==> src/rtl/pcx_pkg.sv <==
// Shared constants and types for the PCX run-length decoder.
`timescale 1ns / 1ps

package pcx_pkg;

    localparam int DEFAULT_MAX_DIMENSION = 4096;

    localparam int BYTE_W = 8;
    localparam int CNT_W  = 6;
    localparam int CFG_W  = 13;
    localparam int POS_W  = 12;
    localparam int DATA_W = 32;
    localparam int ADDR_W = 3;

    localparam logic [1:0] RUN_TAG = 2'b11;

    localparam logic REG_WIDTH  = 1'b0;
    localparam logic REG_HEIGHT = 1'b1;

    typedef enum logic [1:0] {
        ST_IDLE,
        ST_RUN,
        ST_WRAP,
        ST_END
    } state_t;

    typedef struct packed {
        logic clear;
        logic step_col;
        logic wrap_row;
    } pos_cmd_t;

    typedef struct packed {
        logic col_lt_w;
        logic col_last;
        logic row_last;
        logic row_ge_h;
    } pos_flags_t;

endpackage

==> src/rtl/pcx_apb_regs.sv <==
// APB register block holding the image width and height, with clamped outputs.
`timescale 1ns / 1ps

module pcx_apb_regs #(
    parameter int MAX_DIMENSION = pcx_pkg::DEFAULT_MAX_DIMENSION,
    localparam int DIM_W = $clog2(MAX_DIMENSION + 1)
) (
    input  logic                        clk,
    input  logic                        rst_n,
    input  logic                        psel,
    input  logic                        penable,
    input  logic                        pwrite,
    input  logic [pcx_pkg::ADDR_W-1:0]  paddr,
    input  logic [pcx_pkg::DATA_W-1:0]  pwdata,
    output logic [pcx_pkg::DATA_W-1:0]  prdata,
    output logic                        pready,
    output logic [DIM_W-1:0]            dim_w,
    output logic [DIM_W-1:0]            dim_h
);
    import pcx_pkg::*;

    localparam int CMP_W = (DIM_W > CFG_W) ? DIM_W : CFG_W;

    logic [CFG_W-1:0] width_reg;
    logic [CFG_W-1:0] width_next;
    logic [CFG_W-1:0] height_reg;
    logic [CFG_W-1:0] height_next;
    logic             wr_en;
    logic             reg_sel;

    function automatic logic [DIM_W-1:0] clamp_dim(input logic [CFG_W-1:0] v);
        logic [CMP_W-1:0] ext;
        logic [CMP_W-1:0] lim;
        ext = CMP_W'(v);
        lim = CMP_W'(MAX_DIMENSION);
        if (v == '0)
        begin
            ext = CMP_W'(1);
        end
        else if (ext > lim)
        begin
            ext = lim;
        end
        return ext[DIM_W-1:0];
    endfunction

    assign wr_en   = psel && penable && pwrite;
    assign reg_sel = paddr[ADDR_W-1];
    assign pready  = 1'b1;

    always_comb
    begin
        width_next  = width_reg;
        height_next = height_reg;
        if (wr_en)
        begin
            case (reg_sel)
                REG_WIDTH:  width_next  = pwdata[CFG_W-1:0];
                REG_HEIGHT: height_next = pwdata[CFG_W-1:0];
                default:    width_next  = width_reg;
            endcase
        end
    end

    always_comb
    begin
        case (reg_sel)
            REG_WIDTH:  prdata = DATA_W'(width_reg);
            REG_HEIGHT: prdata = DATA_W'(height_reg);
            default:    prdata = '0;
        endcase
    end

    always_ff @(posedge clk or negedge rst_n)
    begin
        if (!rst_n)
        begin
            width_reg  <= CFG_W'(1);
            height_reg <= CFG_W'(1);
        end
        else
        begin
            width_reg  <= width_next;
            height_reg <= height_next;
        end
    end

    assign dim_w = clamp_dim(width_reg);
    assign dim_h = clamp_dim(height_reg);

endmodule

==> src/rtl/pcx_pos_unit.sv <==
// Column and row position registers with one shared incrementer and compares.
`timescale 1ns / 1ps

module pcx_pos_unit #(
    parameter int MAX_DIMENSION = pcx_pkg::DEFAULT_MAX_DIMENSION,
    localparam int DIM_W = $clog2(MAX_DIMENSION + 1)
) (
    input  logic                clk,
    input  logic                rst_n,
    input  pcx_pkg::pos_cmd_t   cmd,
    input  logic [DIM_W-1:0]    dim_w,
    input  logic [DIM_W-1:0]    dim_h,
    output logic [DIM_W-1:0]    col,
    output logic [DIM_W-1:0]    row,
    output pcx_pkg::pos_flags_t flags
);
    import pcx_pkg::*;

    logic [DIM_W-1:0] col_reg;
    logic [DIM_W-1:0] col_next;
    logic [DIM_W-1:0] row_reg;
    logic [DIM_W-1:0] row_next;
    logic [DIM_W-1:0] operand;
    logic [DIM_W-1:0] sum;

    assign operand = cmd.wrap_row ? row_reg : col_reg;
    assign sum     = operand + DIM_W'(1);

    always_comb
    begin
        col_next = col_reg;
        row_next = row_reg;
        if (cmd.clear)
        begin
            col_next = '0;
            row_next = '0;
        end
        else if (cmd.wrap_row)
        begin
            col_next = '0;
            row_next = sum;
        end
        else if (cmd.step_col)
        begin
            col_next = sum;
        end
    end

    always_ff @(posedge clk or negedge rst_n)
    begin
        if (!rst_n)
        begin
            col_reg <= '0;
            row_reg <= '0;
        end
        else
        begin
            col_reg <= col_next;
            row_reg <= row_next;
        end
    end

    assign col            = col_reg;
    assign row            = row_reg;
    assign flags.col_lt_w = col_reg < dim_w;
    assign flags.col_last = col_reg == (dim_w - DIM_W'(1));
    assign flags.row_last = row_reg == (dim_h - DIM_W'(1));
    assign flags.row_ge_h = row_reg >= dim_h;

endmodule

==> src/rtl/pcx_seq.sv <==
// Sequencer that decodes bytes, steps runs one pixel at a time and registers each result word.
`timescale 1ns / 1ps

module pcx_seq #(
    parameter int MAX_DIMENSION = pcx_pkg::DEFAULT_MAX_DIMENSION,
    localparam int DIM_W = $clog2(MAX_DIMENSION + 1)
) (
    input  logic                        clk,
    input  logic                        rst_n,
    input  logic                        byte_valid,
    output logic                        byte_stall,
    input  logic [pcx_pkg::BYTE_W-1:0]  data_byte,
    input  logic                        end_of_data,
    output logic                        pix_valid,
    input  logic                        pix_stall,
    output logic [pcx_pkg::BYTE_W-1:0]  pixel,
    output logic [pcx_pkg::POS_W-1:0]   column,
    output logic [pcx_pkg::POS_W-1:0]   row,
    output logic                        last_of_item,
    output logic                        image_done,
    output logic                        truncated,
    input  logic [DIM_W-1:0]            pos_col,
    input  logic [DIM_W-1:0]            pos_row,
    input  pcx_pkg::pos_flags_t         flags,
    output pcx_pkg::pos_cmd_t           cmd
);
    import pcx_pkg::*;

    localparam int EXT_W = (DIM_W > POS_W) ? DIM_W : POS_W;

    state_t            state_reg;
    state_t            state_next;
    logic [BYTE_W-1:0] byte_reg;
    logic [BYTE_W-1:0] byte_next;
    logic              eod_reg;
    logic              eod_next;
    logic [CNT_W-1:0]  rem_reg;
    logic [CNT_W-1:0]  rem_next;
    logic [CNT_W-1:0]  pend_reg;
    logic [CNT_W-1:0]  pend_next;
    logic              await_reg;
    logic              await_next;
    logic              complete_reg;
    logic              complete_next;
    logic              pix_valid_reg;
    logic              pix_valid_next;
    logic [BYTE_W-1:0] pixel_reg;
    logic [BYTE_W-1:0] pixel_next;
    logic [POS_W-1:0]  column_reg;
    logic [POS_W-1:0]  column_next;
    logic [POS_W-1:0]  row_reg;
    logic [POS_W-1:0]  row_next;
    logic              last_reg;
    logic              last_next;
    logic              done_reg;
    logic              done_next;
    logic              trunc_reg;
    logic              trunc_next;

    logic              load_ok;
    logic              complete_in;
    logic              is_hdr;
    logic              have_value;
    logic              last_px;
    logic              px_done;
    logic              run_over;
    logic [EXT_W-1:0]  col_ext;
    logic [EXT_W-1:0]  row_ext;

    assign load_ok     = !pix_valid_reg || !pix_stall;
    assign complete_in = complete_reg || flags.row_ge_h;
    assign is_hdr      = data_byte[BYTE_W-1:BYTE_W-2] == RUN_TAG;
    assign have_value  = !complete_in && (await_reg || !is_hdr);
    assign last_px     = (rem_reg == CNT_W'(1)) || flags.col_last;
    assign px_done     = flags.col_last && flags.row_last;
    assign run_over    = (rem_reg == '0) || !flags.col_lt_w;
    assign col_ext     = EXT_W'(pos_col);
    assign row_ext     = EXT_W'(pos_row);
    assign byte_stall  = state_reg != ST_IDLE;

    always_comb
    begin
        state_next = state_reg;
        case (state_reg)
            ST_IDLE:
            begin
                if (byte_valid)
                begin
                    state_next = have_value ? ST_RUN : ST_END;
                end
            end
            ST_RUN:
            begin
                if (run_over || (load_ok && last_px))
                begin
                    state_next = ST_WRAP;
                end
            end
            ST_WRAP:
            begin
                state_next = ST_END;
            end
            ST_END:
            begin
                if (!(eod_reg && !complete_reg && !load_ok))
                begin
                    state_next = ST_IDLE;
                end
            end
            default:
            begin
                state_next = ST_IDLE;
            end
        endcase
    end

    always_comb
    begin
        byte_next      = byte_reg;
        eod_next       = eod_reg;
        rem_next       = rem_reg;
        pend_next      = pend_reg;
        await_next     = await_reg;
        complete_next  = complete_reg;
        pix_valid_next = pix_valid_reg && pix_stall;
        pixel_next     = pixel_reg;
        column_next    = column_reg;
        row_next       = row_reg;
        last_next      = last_reg;
        done_next      = done_reg;
        trunc_next     = trunc_reg;
        cmd            = '0;
        case (state_reg)
            ST_IDLE:
            begin
                if (byte_valid)
                begin
                    byte_next     = data_byte;
                    eod_next      = end_of_data;
                    complete_next = complete_in;
                    rem_next      = '0;
                    if (!complete_in)
                    begin
                        if (await_reg)
                        begin
                            rem_next   = pend_reg;
                            await_next = 1'b0;
                            pend_next  = '0;
                        end
                        else if (is_hdr)
                        begin
                            pend_next  = data_byte[CNT_W-1:0];
                            await_next = 1'b1;
                        end
                        else
                        begin
                            rem_next = CNT_W'(1);
                        end
                    end
                end
            end
            ST_RUN:
            begin
                if (run_over)
                begin
                    rem_next = '0;
                end
                else if (load_ok)
                begin
                    pix_valid_next = 1'b1;
                    pixel_next     = byte_reg;
                    column_next    = col_ext[POS_W-1:0];
                    row_next       = row_ext[POS_W-1:0];
                    last_next      = last_px && !(eod_reg && !px_done);
                    done_next      = px_done;
                    trunc_next     = 1'b0;
                    cmd.step_col   = 1'b1;
                    rem_next       = last_px ? '0 : rem_reg - CNT_W'(1);
                end
            end
            ST_WRAP:
            begin
                if (!flags.col_lt_w)
                begin
                    cmd.wrap_row = 1'b1;
                    if (flags.row_last)
                    begin
                        complete_next = 1'b1;
                    end
                end
            end
            ST_END:
            begin
                if (eod_reg && (complete_reg || load_ok))
                begin
                    if (!complete_reg)
                    begin
                        pix_valid_next = 1'b1;
                        pixel_next     = '0;
                        column_next    = col_ext[POS_W-1:0];
                        row_next       = row_ext[POS_W-1:0];
                        last_next      = 1'b1;
                        done_next      = 1'b0;
                        trunc_next     = 1'b1;
                    end
                    cmd.clear     = 1'b1;
                    await_next    = 1'b0;
                    pend_next     = '0;
                    complete_next = 1'b0;
                end
            end
            default:
            begin
                rem_next = '0;
            end
        endcase
    end

    always_ff @(posedge clk or negedge rst_n)
    begin
        if (!rst_n)
        begin
            state_reg     <= ST_IDLE;
            rem_reg       <= '0;
            pend_reg      <= '0;
            await_reg     <= 1'b0;
            complete_reg  <= 1'b0;
            pix_valid_reg <= 1'b0;
        end
        else
        begin
            state_reg     <= state_next;
            rem_reg       <= rem_next;
            pend_reg      <= pend_next;
            await_reg     <= await_next;
            complete_reg  <= complete_next;
            pix_valid_reg <= pix_valid_next;
        end
    end

    always_ff @(posedge clk)
    begin
        byte_reg   <= byte_next;
        eod_reg    <= eod_next;
        pixel_reg  <= pixel_next;
        column_reg <= column_next;
        row_reg    <= row_next;
        last_reg   <= last_next;
        done_reg   <= done_next;
        trunc_reg  <= trunc_next;
    end

    assign pix_valid    = pix_valid_reg;
    assign pixel        = pixel_reg;
    assign column       = column_reg;
    assign row          = row_reg;
    assign last_of_item = last_reg;
    assign image_done   = done_reg;
    assign truncated    = trunc_reg;

    a_trunc_is_last: assert property (@(posedge clk) disable iff (!rst_n)
        pix_valid_reg && trunc_reg |-> last_reg && !done_reg)
        else $error("Truncated status word is not the final word of its byte.");

    a_done_is_last: assert property (@(posedge clk) disable iff (!rst_n)
        pix_valid_reg && done_reg |-> last_reg)
        else $error("Image completion flagged on a word that is not the last one.");

    a_idle_no_run: assert property (@(posedge clk) disable iff (!rst_n)
        state_reg == ST_IDLE |-> rem_reg == '0)
        else $error("Run count left over when the sequencer returned to idle.");

    a_step_in_row: assert property (@(posedge clk) disable iff (!rst_n)
        cmd.step_col |-> flags.col_lt_w && !complete_reg)
        else $error("Column stepped past the end of the row or after completion.");

endmodule

==> src/rtl/pcx_rle_decoder.sv <==
// Top level of the PCX 8-bit run-length decoder.
//
// Bytes of PCX pixel data enter one at a time and decoded pixels leave one word at a
// time, each tagged with its column and row for the configured width and height (APB
// registers at 0x0 and 0x4, clamped to 1..MAX_DIMENSION). The input is stalled while a
// byte is processed, be it a run header byte, a literal byte, a run value byte or a byte
// ignored after completion, and also while a word waits on a stalled output. The
// sequencer emits at most one pixel per cycle while the output is not stalled, through a
// single shared column and row incrementer. A truncated status word follows when
// end_of_data arrives before the image is complete.
`timescale 1ns / 1ps

module pcx_rle_decoder #(
    parameter int MAX_DIMENSION = pcx_pkg::DEFAULT_MAX_DIMENSION
) (
    input  logic                        clk,
    input  logic                        rst_n,
    input  logic                        psel,
    input  logic                        penable,
    input  logic                        pwrite,
    input  logic [pcx_pkg::ADDR_W-1:0]  paddr,
    input  logic [pcx_pkg::DATA_W-1:0]  pwdata,
    output logic [pcx_pkg::DATA_W-1:0]  prdata,
    output logic                        pready,
    input  logic                        byte_valid,
    output logic                        byte_stall,
    input  logic [pcx_pkg::BYTE_W-1:0]  data_byte,
    input  logic                        end_of_data,
    output logic                        pix_valid,
    input  logic                        pix_stall,
    output logic [pcx_pkg::BYTE_W-1:0]  pixel,
    output logic [pcx_pkg::POS_W-1:0]   column,
    output logic [pcx_pkg::POS_W-1:0]   row,
    output logic                        last_of_item,
    output logic                        image_done,
    output logic                        truncated
);
    import pcx_pkg::*;

    localparam int DIM_W = $clog2(MAX_DIMENSION + 1);

    logic [DIM_W-1:0] dim_w;
    logic [DIM_W-1:0] dim_h;
    logic [DIM_W-1:0] pos_col;
    logic [DIM_W-1:0] pos_row;
    pos_cmd_t         cmd;
    pos_flags_t       flags;

    pcx_apb_regs #(
        .MAX_DIMENSION (MAX_DIMENSION)
    ) u_regs (
        .clk     (clk),
        .rst_n   (rst_n),
        .psel    (psel),
        .penable (penable),
        .pwrite  (pwrite),
        .paddr   (paddr),
        .pwdata  (pwdata),
        .prdata  (prdata),
        .pready  (pready),
        .dim_w   (dim_w),
        .dim_h   (dim_h)
    );

    pcx_pos_unit #(
        .MAX_DIMENSION (MAX_DIMENSION)
    ) u_pos (
        .clk   (clk),
        .rst_n (rst_n),
        .cmd   (cmd),
        .dim_w (dim_w),
        .dim_h (dim_h),
        .col   (pos_col),
        .row   (pos_row),
        .flags (flags)
    );

    pcx_seq #(
        .MAX_DIMENSION (MAX_DIMENSION)
    ) u_seq (
        .clk          (clk),
        .rst_n        (rst_n),
        .byte_valid   (byte_valid),
        .byte_stall   (byte_stall),
        .data_byte    (data_byte),
        .end_of_data  (end_of_data),
        .pix_valid    (pix_valid),
        .pix_stall    (pix_stall),
        .pixel        (pixel),
        .column       (column),
        .row          (row),
        .last_of_item (last_of_item),
        .image_done   (image_done),
        .truncated    (truncated),
        .pos_col      (pos_col),
        .pos_row      (pos_row),
        .flags        (flags),
        .cmd          (cmd)
    );

endmodule

==> config.mk <==
export PLATFORM = sky130hd
export DESIGN_NAME = pcx_rle_decoder
export DESIGN_NICKNAME = d
export VERILOG_FILES = /design/src/rtl/pcx_pkg.sv /design/src/rtl/pcx_apb_regs.sv /design/src/rtl/pcx_pos_unit.sv /design/src/rtl/pcx_seq.sv /design/src/rtl/pcx_rle_decoder.sv
export SDC_FILE = /design/constraint.sdc
export NUM_CORES = 1
export LEC_CHECK = 0
export BUFFER_PORTS_ARGS = -buffer_cell sky130_fd_sc_hd__buf_2
export CAP_MARGIN = 25
export CORE_MARGIN = 2
export CORE_UTILIZATION = 31
export DETAILED_ROUTE_END_ITERATION = 10
export SLEW_MARGIN = 40
export SYNTH_ARGS = -nofsm -noshare
export SYNTH_HDL_FRONTEND = slang
export SYNTH_SLANG_ARGS = --single-unit
==> constraint.sdc <==
create_clock -name clk -period 4.38 [get_ports clk]
set_input_delay 0.219 -clock clk [delete_from_list [all_inputs] [get_ports clk]]
set_output_delay 0.219 -clock clk [all_outputs]
set_load 0.01 [all_outputs]
==> impl_results.md <==
* Core box area at 0.0227 mm^2
* Avg Inst Size Synth at 9.95 um^2
* Row cnt at 55
* I/O pin count at between 100 and 150
* Syn. warnings at 0
* Detailed Place HPWL at 14.3 mm
* Ys async rst share at 61.1%
* Initial antenna violation count at 0
* Crit path max fanout at 9
* Crit path max-delay family: simple AND/OR/NAND/NOR gates
* Critical Path AT at 4380 ps
* Post-synth top area share at 23.3%
* Syn Std Cell Area at 0.00718 mm^2
* Seq/Total Area, Yosys at 42.5%
* DR WL/cell at 17.1 um
* Top post-synthesis cells by count: nand2_1 (70), dfrtp_1 (67), nor2_1 (46)
* Final Wtd Congestion at approximately 0.84
* Area delta synth->final at 20.4%
* Min-delay src: pwdata[1]
* Finished Cell Area at 0.00864 mm^2
* Initial core utilization at a little under a third
* First-pass GRT wire length at 30.7 mm
* Lkg Pwr at 0.00366 uW
* Num CTS Buffers at 17
* Number of max-cap violations at 0
* CTS clock-pin slew for the worst setup and hold paths at about 60 ps
* All-layer global routing usage at 16.1%
* Setup TNS at 0 ps
* Worst path buffer plus inverter count at 0
* Root Buffer: clkbuf_16
* CP peak stage delay at 590 ps
* Clock Skews at 13.4 ps
* Top-count cell post-synth: nand2_1
* Number of diodes at 0
* Final slew viol count at 0
* Startpoint types: flop
* Hold Path Sink: u_regs.width_reg[1]
* DR DRC count at 0
* Drt first pass iters at 4
* Worst path cell trace: or4_1, nor3_1, a21oi_1, or2_2, ha_1, xor2_1, a211oi_1, o221ai_1, or4b_4, or4_1, o21ai_1, a21o_1
* Pin count of the biggest net entering global routing at 39
* Slowest-stage cell, CP: or4_1
* Synth area leader: dfrtp_1
* Largest cells by area after synthesis: dfrtp_1 (23%), edfxtp_1 (18%), mux2_2 (6.1%)
* Hold Path Class: input pin to flop
* DRT antenna net count at 0
* Worst-case reg-to-reg path depth at 12
* Vias at 5868
* Final period utilization at 93.4%
* Die Area at roughly 0.024 mm^2
* Via density at 5.23
* Synth Flop Type: dfrtp_1
* EDFF count, synth at 44
* Clk buf depth at 2
* CP Class: flop to flop
* Detailed router's first-iteration violation count at 374
* Capturing point of the worst reg2reg path: u_seq.last_of_item
* Slew headroom at a little under half
* RSZ-0062 raised after global routing: false
* RR Startpoint: u_regs.height_reg[7]
* Remaining global-route overflow at 0
* Final hold viol count at 0
* Placed Area at 0.00792 mm^2
* Worst-Margin Slew at 782 ps
* CTS tree: yes
* Clk_lat worst skew at 420 ps
* Peak VDD IR at 0.219 mV
* Synth cell types at 76
* Post-Synthesis Cells at 722
* Share of layout cells above drive strength 1 at 23.9%
* Cell mode on critical path: or4_1
* Status: finished clean
* Vias in the first global route at ~5700
* Nets at 909
* Fmax at 244 MHz
* Flops & latches, synth at 113
* Endpoints failing setup at 0
* Post-CTS setup repair buffer count at 0
* Hold depth at 2
* DIE HEIGHT at about 160 um
* WP data required at 4670 ps
* Final wirelength at 19.2 mm
* Clk sink count at approximately 110
* Tmin final at 4090 ps
* Die width at 156 um
* CTS HTree Levels at 4
* Crit path capture type: flop
* Reg2Reg Setup Slack at 290 ps
* Pwr dens at 593 mW/mm^2
* Port Buf Inserts at 79
## per-layer routing
| metal | part of all wire (%) | track usage, % |
|---|---|---|
| met1 | 48 | 22.4 |
| met2 | 47 | 25.8 |
| met3 | 4.7 | 3.36 |
| met4 | 0.58 | 3.80 |
| met5 | 0 | 0 |
## cells by family (layout without fill, tap and decap cells)
family | count (synthesis) | after routing | synth area share, %
AOI/OAI and AO/OA | 140 | 140 | 13.9
xor gates and xnor gates | 40 | 40 | 5.07
adders and majority gates | 35 | 35 | 6.10
buffers and inverters | 77 | 173 | 5.35
DFF | 113 | 113 | 42.5
muxes | 45 | 45 | 7.02
other | 2 | 20 | 0.105
and+or+nand+nor | 270 | 270 | 20.0
## how the worst max path moves through the flow
stage,startpoint,slack (ps),to,cells past startpoint
finish,u_regs.height_reg[7],290,u_seq.last_of_item,12
global route,u_regs.width_reg[5],80,u_pos.col[12],19
CTS,u_regs.width_reg[5],300,u_pos.col[12],19
detailed placement,u_regs.width_reg[5],330,u_pos.col[12],19
global placement,u_regs.width_reg[5],350,u_pos.col[12],19
floorplan,u_regs.width_reg[5],430,u_seq.column[0],13
## cells in the final DEF (no fill, tap or decap), types with 8 or more instances in the layout
| master | count |
|---|---|
| buf_2 | 78 |
| nand2_1 | 69 |
| dfrtp_1 | 67 |
| nor2_1 | 45 |
| edfxtp_1 | 44 |
| mux2_2 | 39 |
| ha_1 | 35 |
| buf_4 | 28 |
| o21ai_0 | 27 |
| a21oi_1 | 26 |
| inv_1 | 25 |
| nor3_1 | 25 |
| xor2_1 | 20 |
| conb_1 | 20 |
| xnor2_1 | 19 |
| nand3_1 | 18 |
| clkbuf_16 | 17 |
| nor2b_1 | 14 |
| nand4_1 | 12 |
| or3_1 | 12 |
| nand2b_1 | 11 |
| nor4_1 | 11 |
| o211ai_1 | 10 |
| dlygate4sd3_1 | 10 |
| or4_1 | 9 |
| a22o_1 | 8 |
## what timing repair did
action                                  4_1_cts  5_1_grt
gates resized for setup                       0        1
endpoints found under the setup margin        0        1
hold buffers                                 10        0
endpoints found under the hold margin        40        0
## metrics by stage
| step | util [%] | std cells | hold WS, ps | setup WS (ps) | power (uW) |
|---|---|---|---|---|---|
| final | 38.1 | 1121 | 48.7 | 288 | 5130 |
| after global routing | 38.1 | 1121 | 33.9 | 81.4 | 5470 |
| after CTS | 38.0 | 1121 | 33.6 | 298 | 5160 |
| after detailed placement | 34.9 | 1079 | 331 | 332 | 3690 |
| after global placement | 34.8 | 1079 | 327 | 345 | 3660 |
| after floorplan | - | 740 | -76.6 | 434 | 3020 |
## cell type report
class,count,area [um^2]
well taps,285,357
repair buffers,116,701
multi-input cells,550,3830
clock buffers,17,425
inverters,25,93.8
fillers,2298,14100
flip-flops and latches,113,3050
clock inverters,15,188
## worst reg2reg max path, delay by kind of cell, from the launching register on
kind	cells	cell delay [ps]
xor+xnor	1	210
flops	1	370
simple gates	5	2300
compound gates	5	820
fa+ha+maj	1	300
## where the power goes
group	total, uW	internal [uW]	switching (uW)
registers	1680	1480	200
logic	2010	803	1210
clock network	1440	869	567
total	5130	3150	1980
Note: power is estimated with default switching activity, not from simulation.
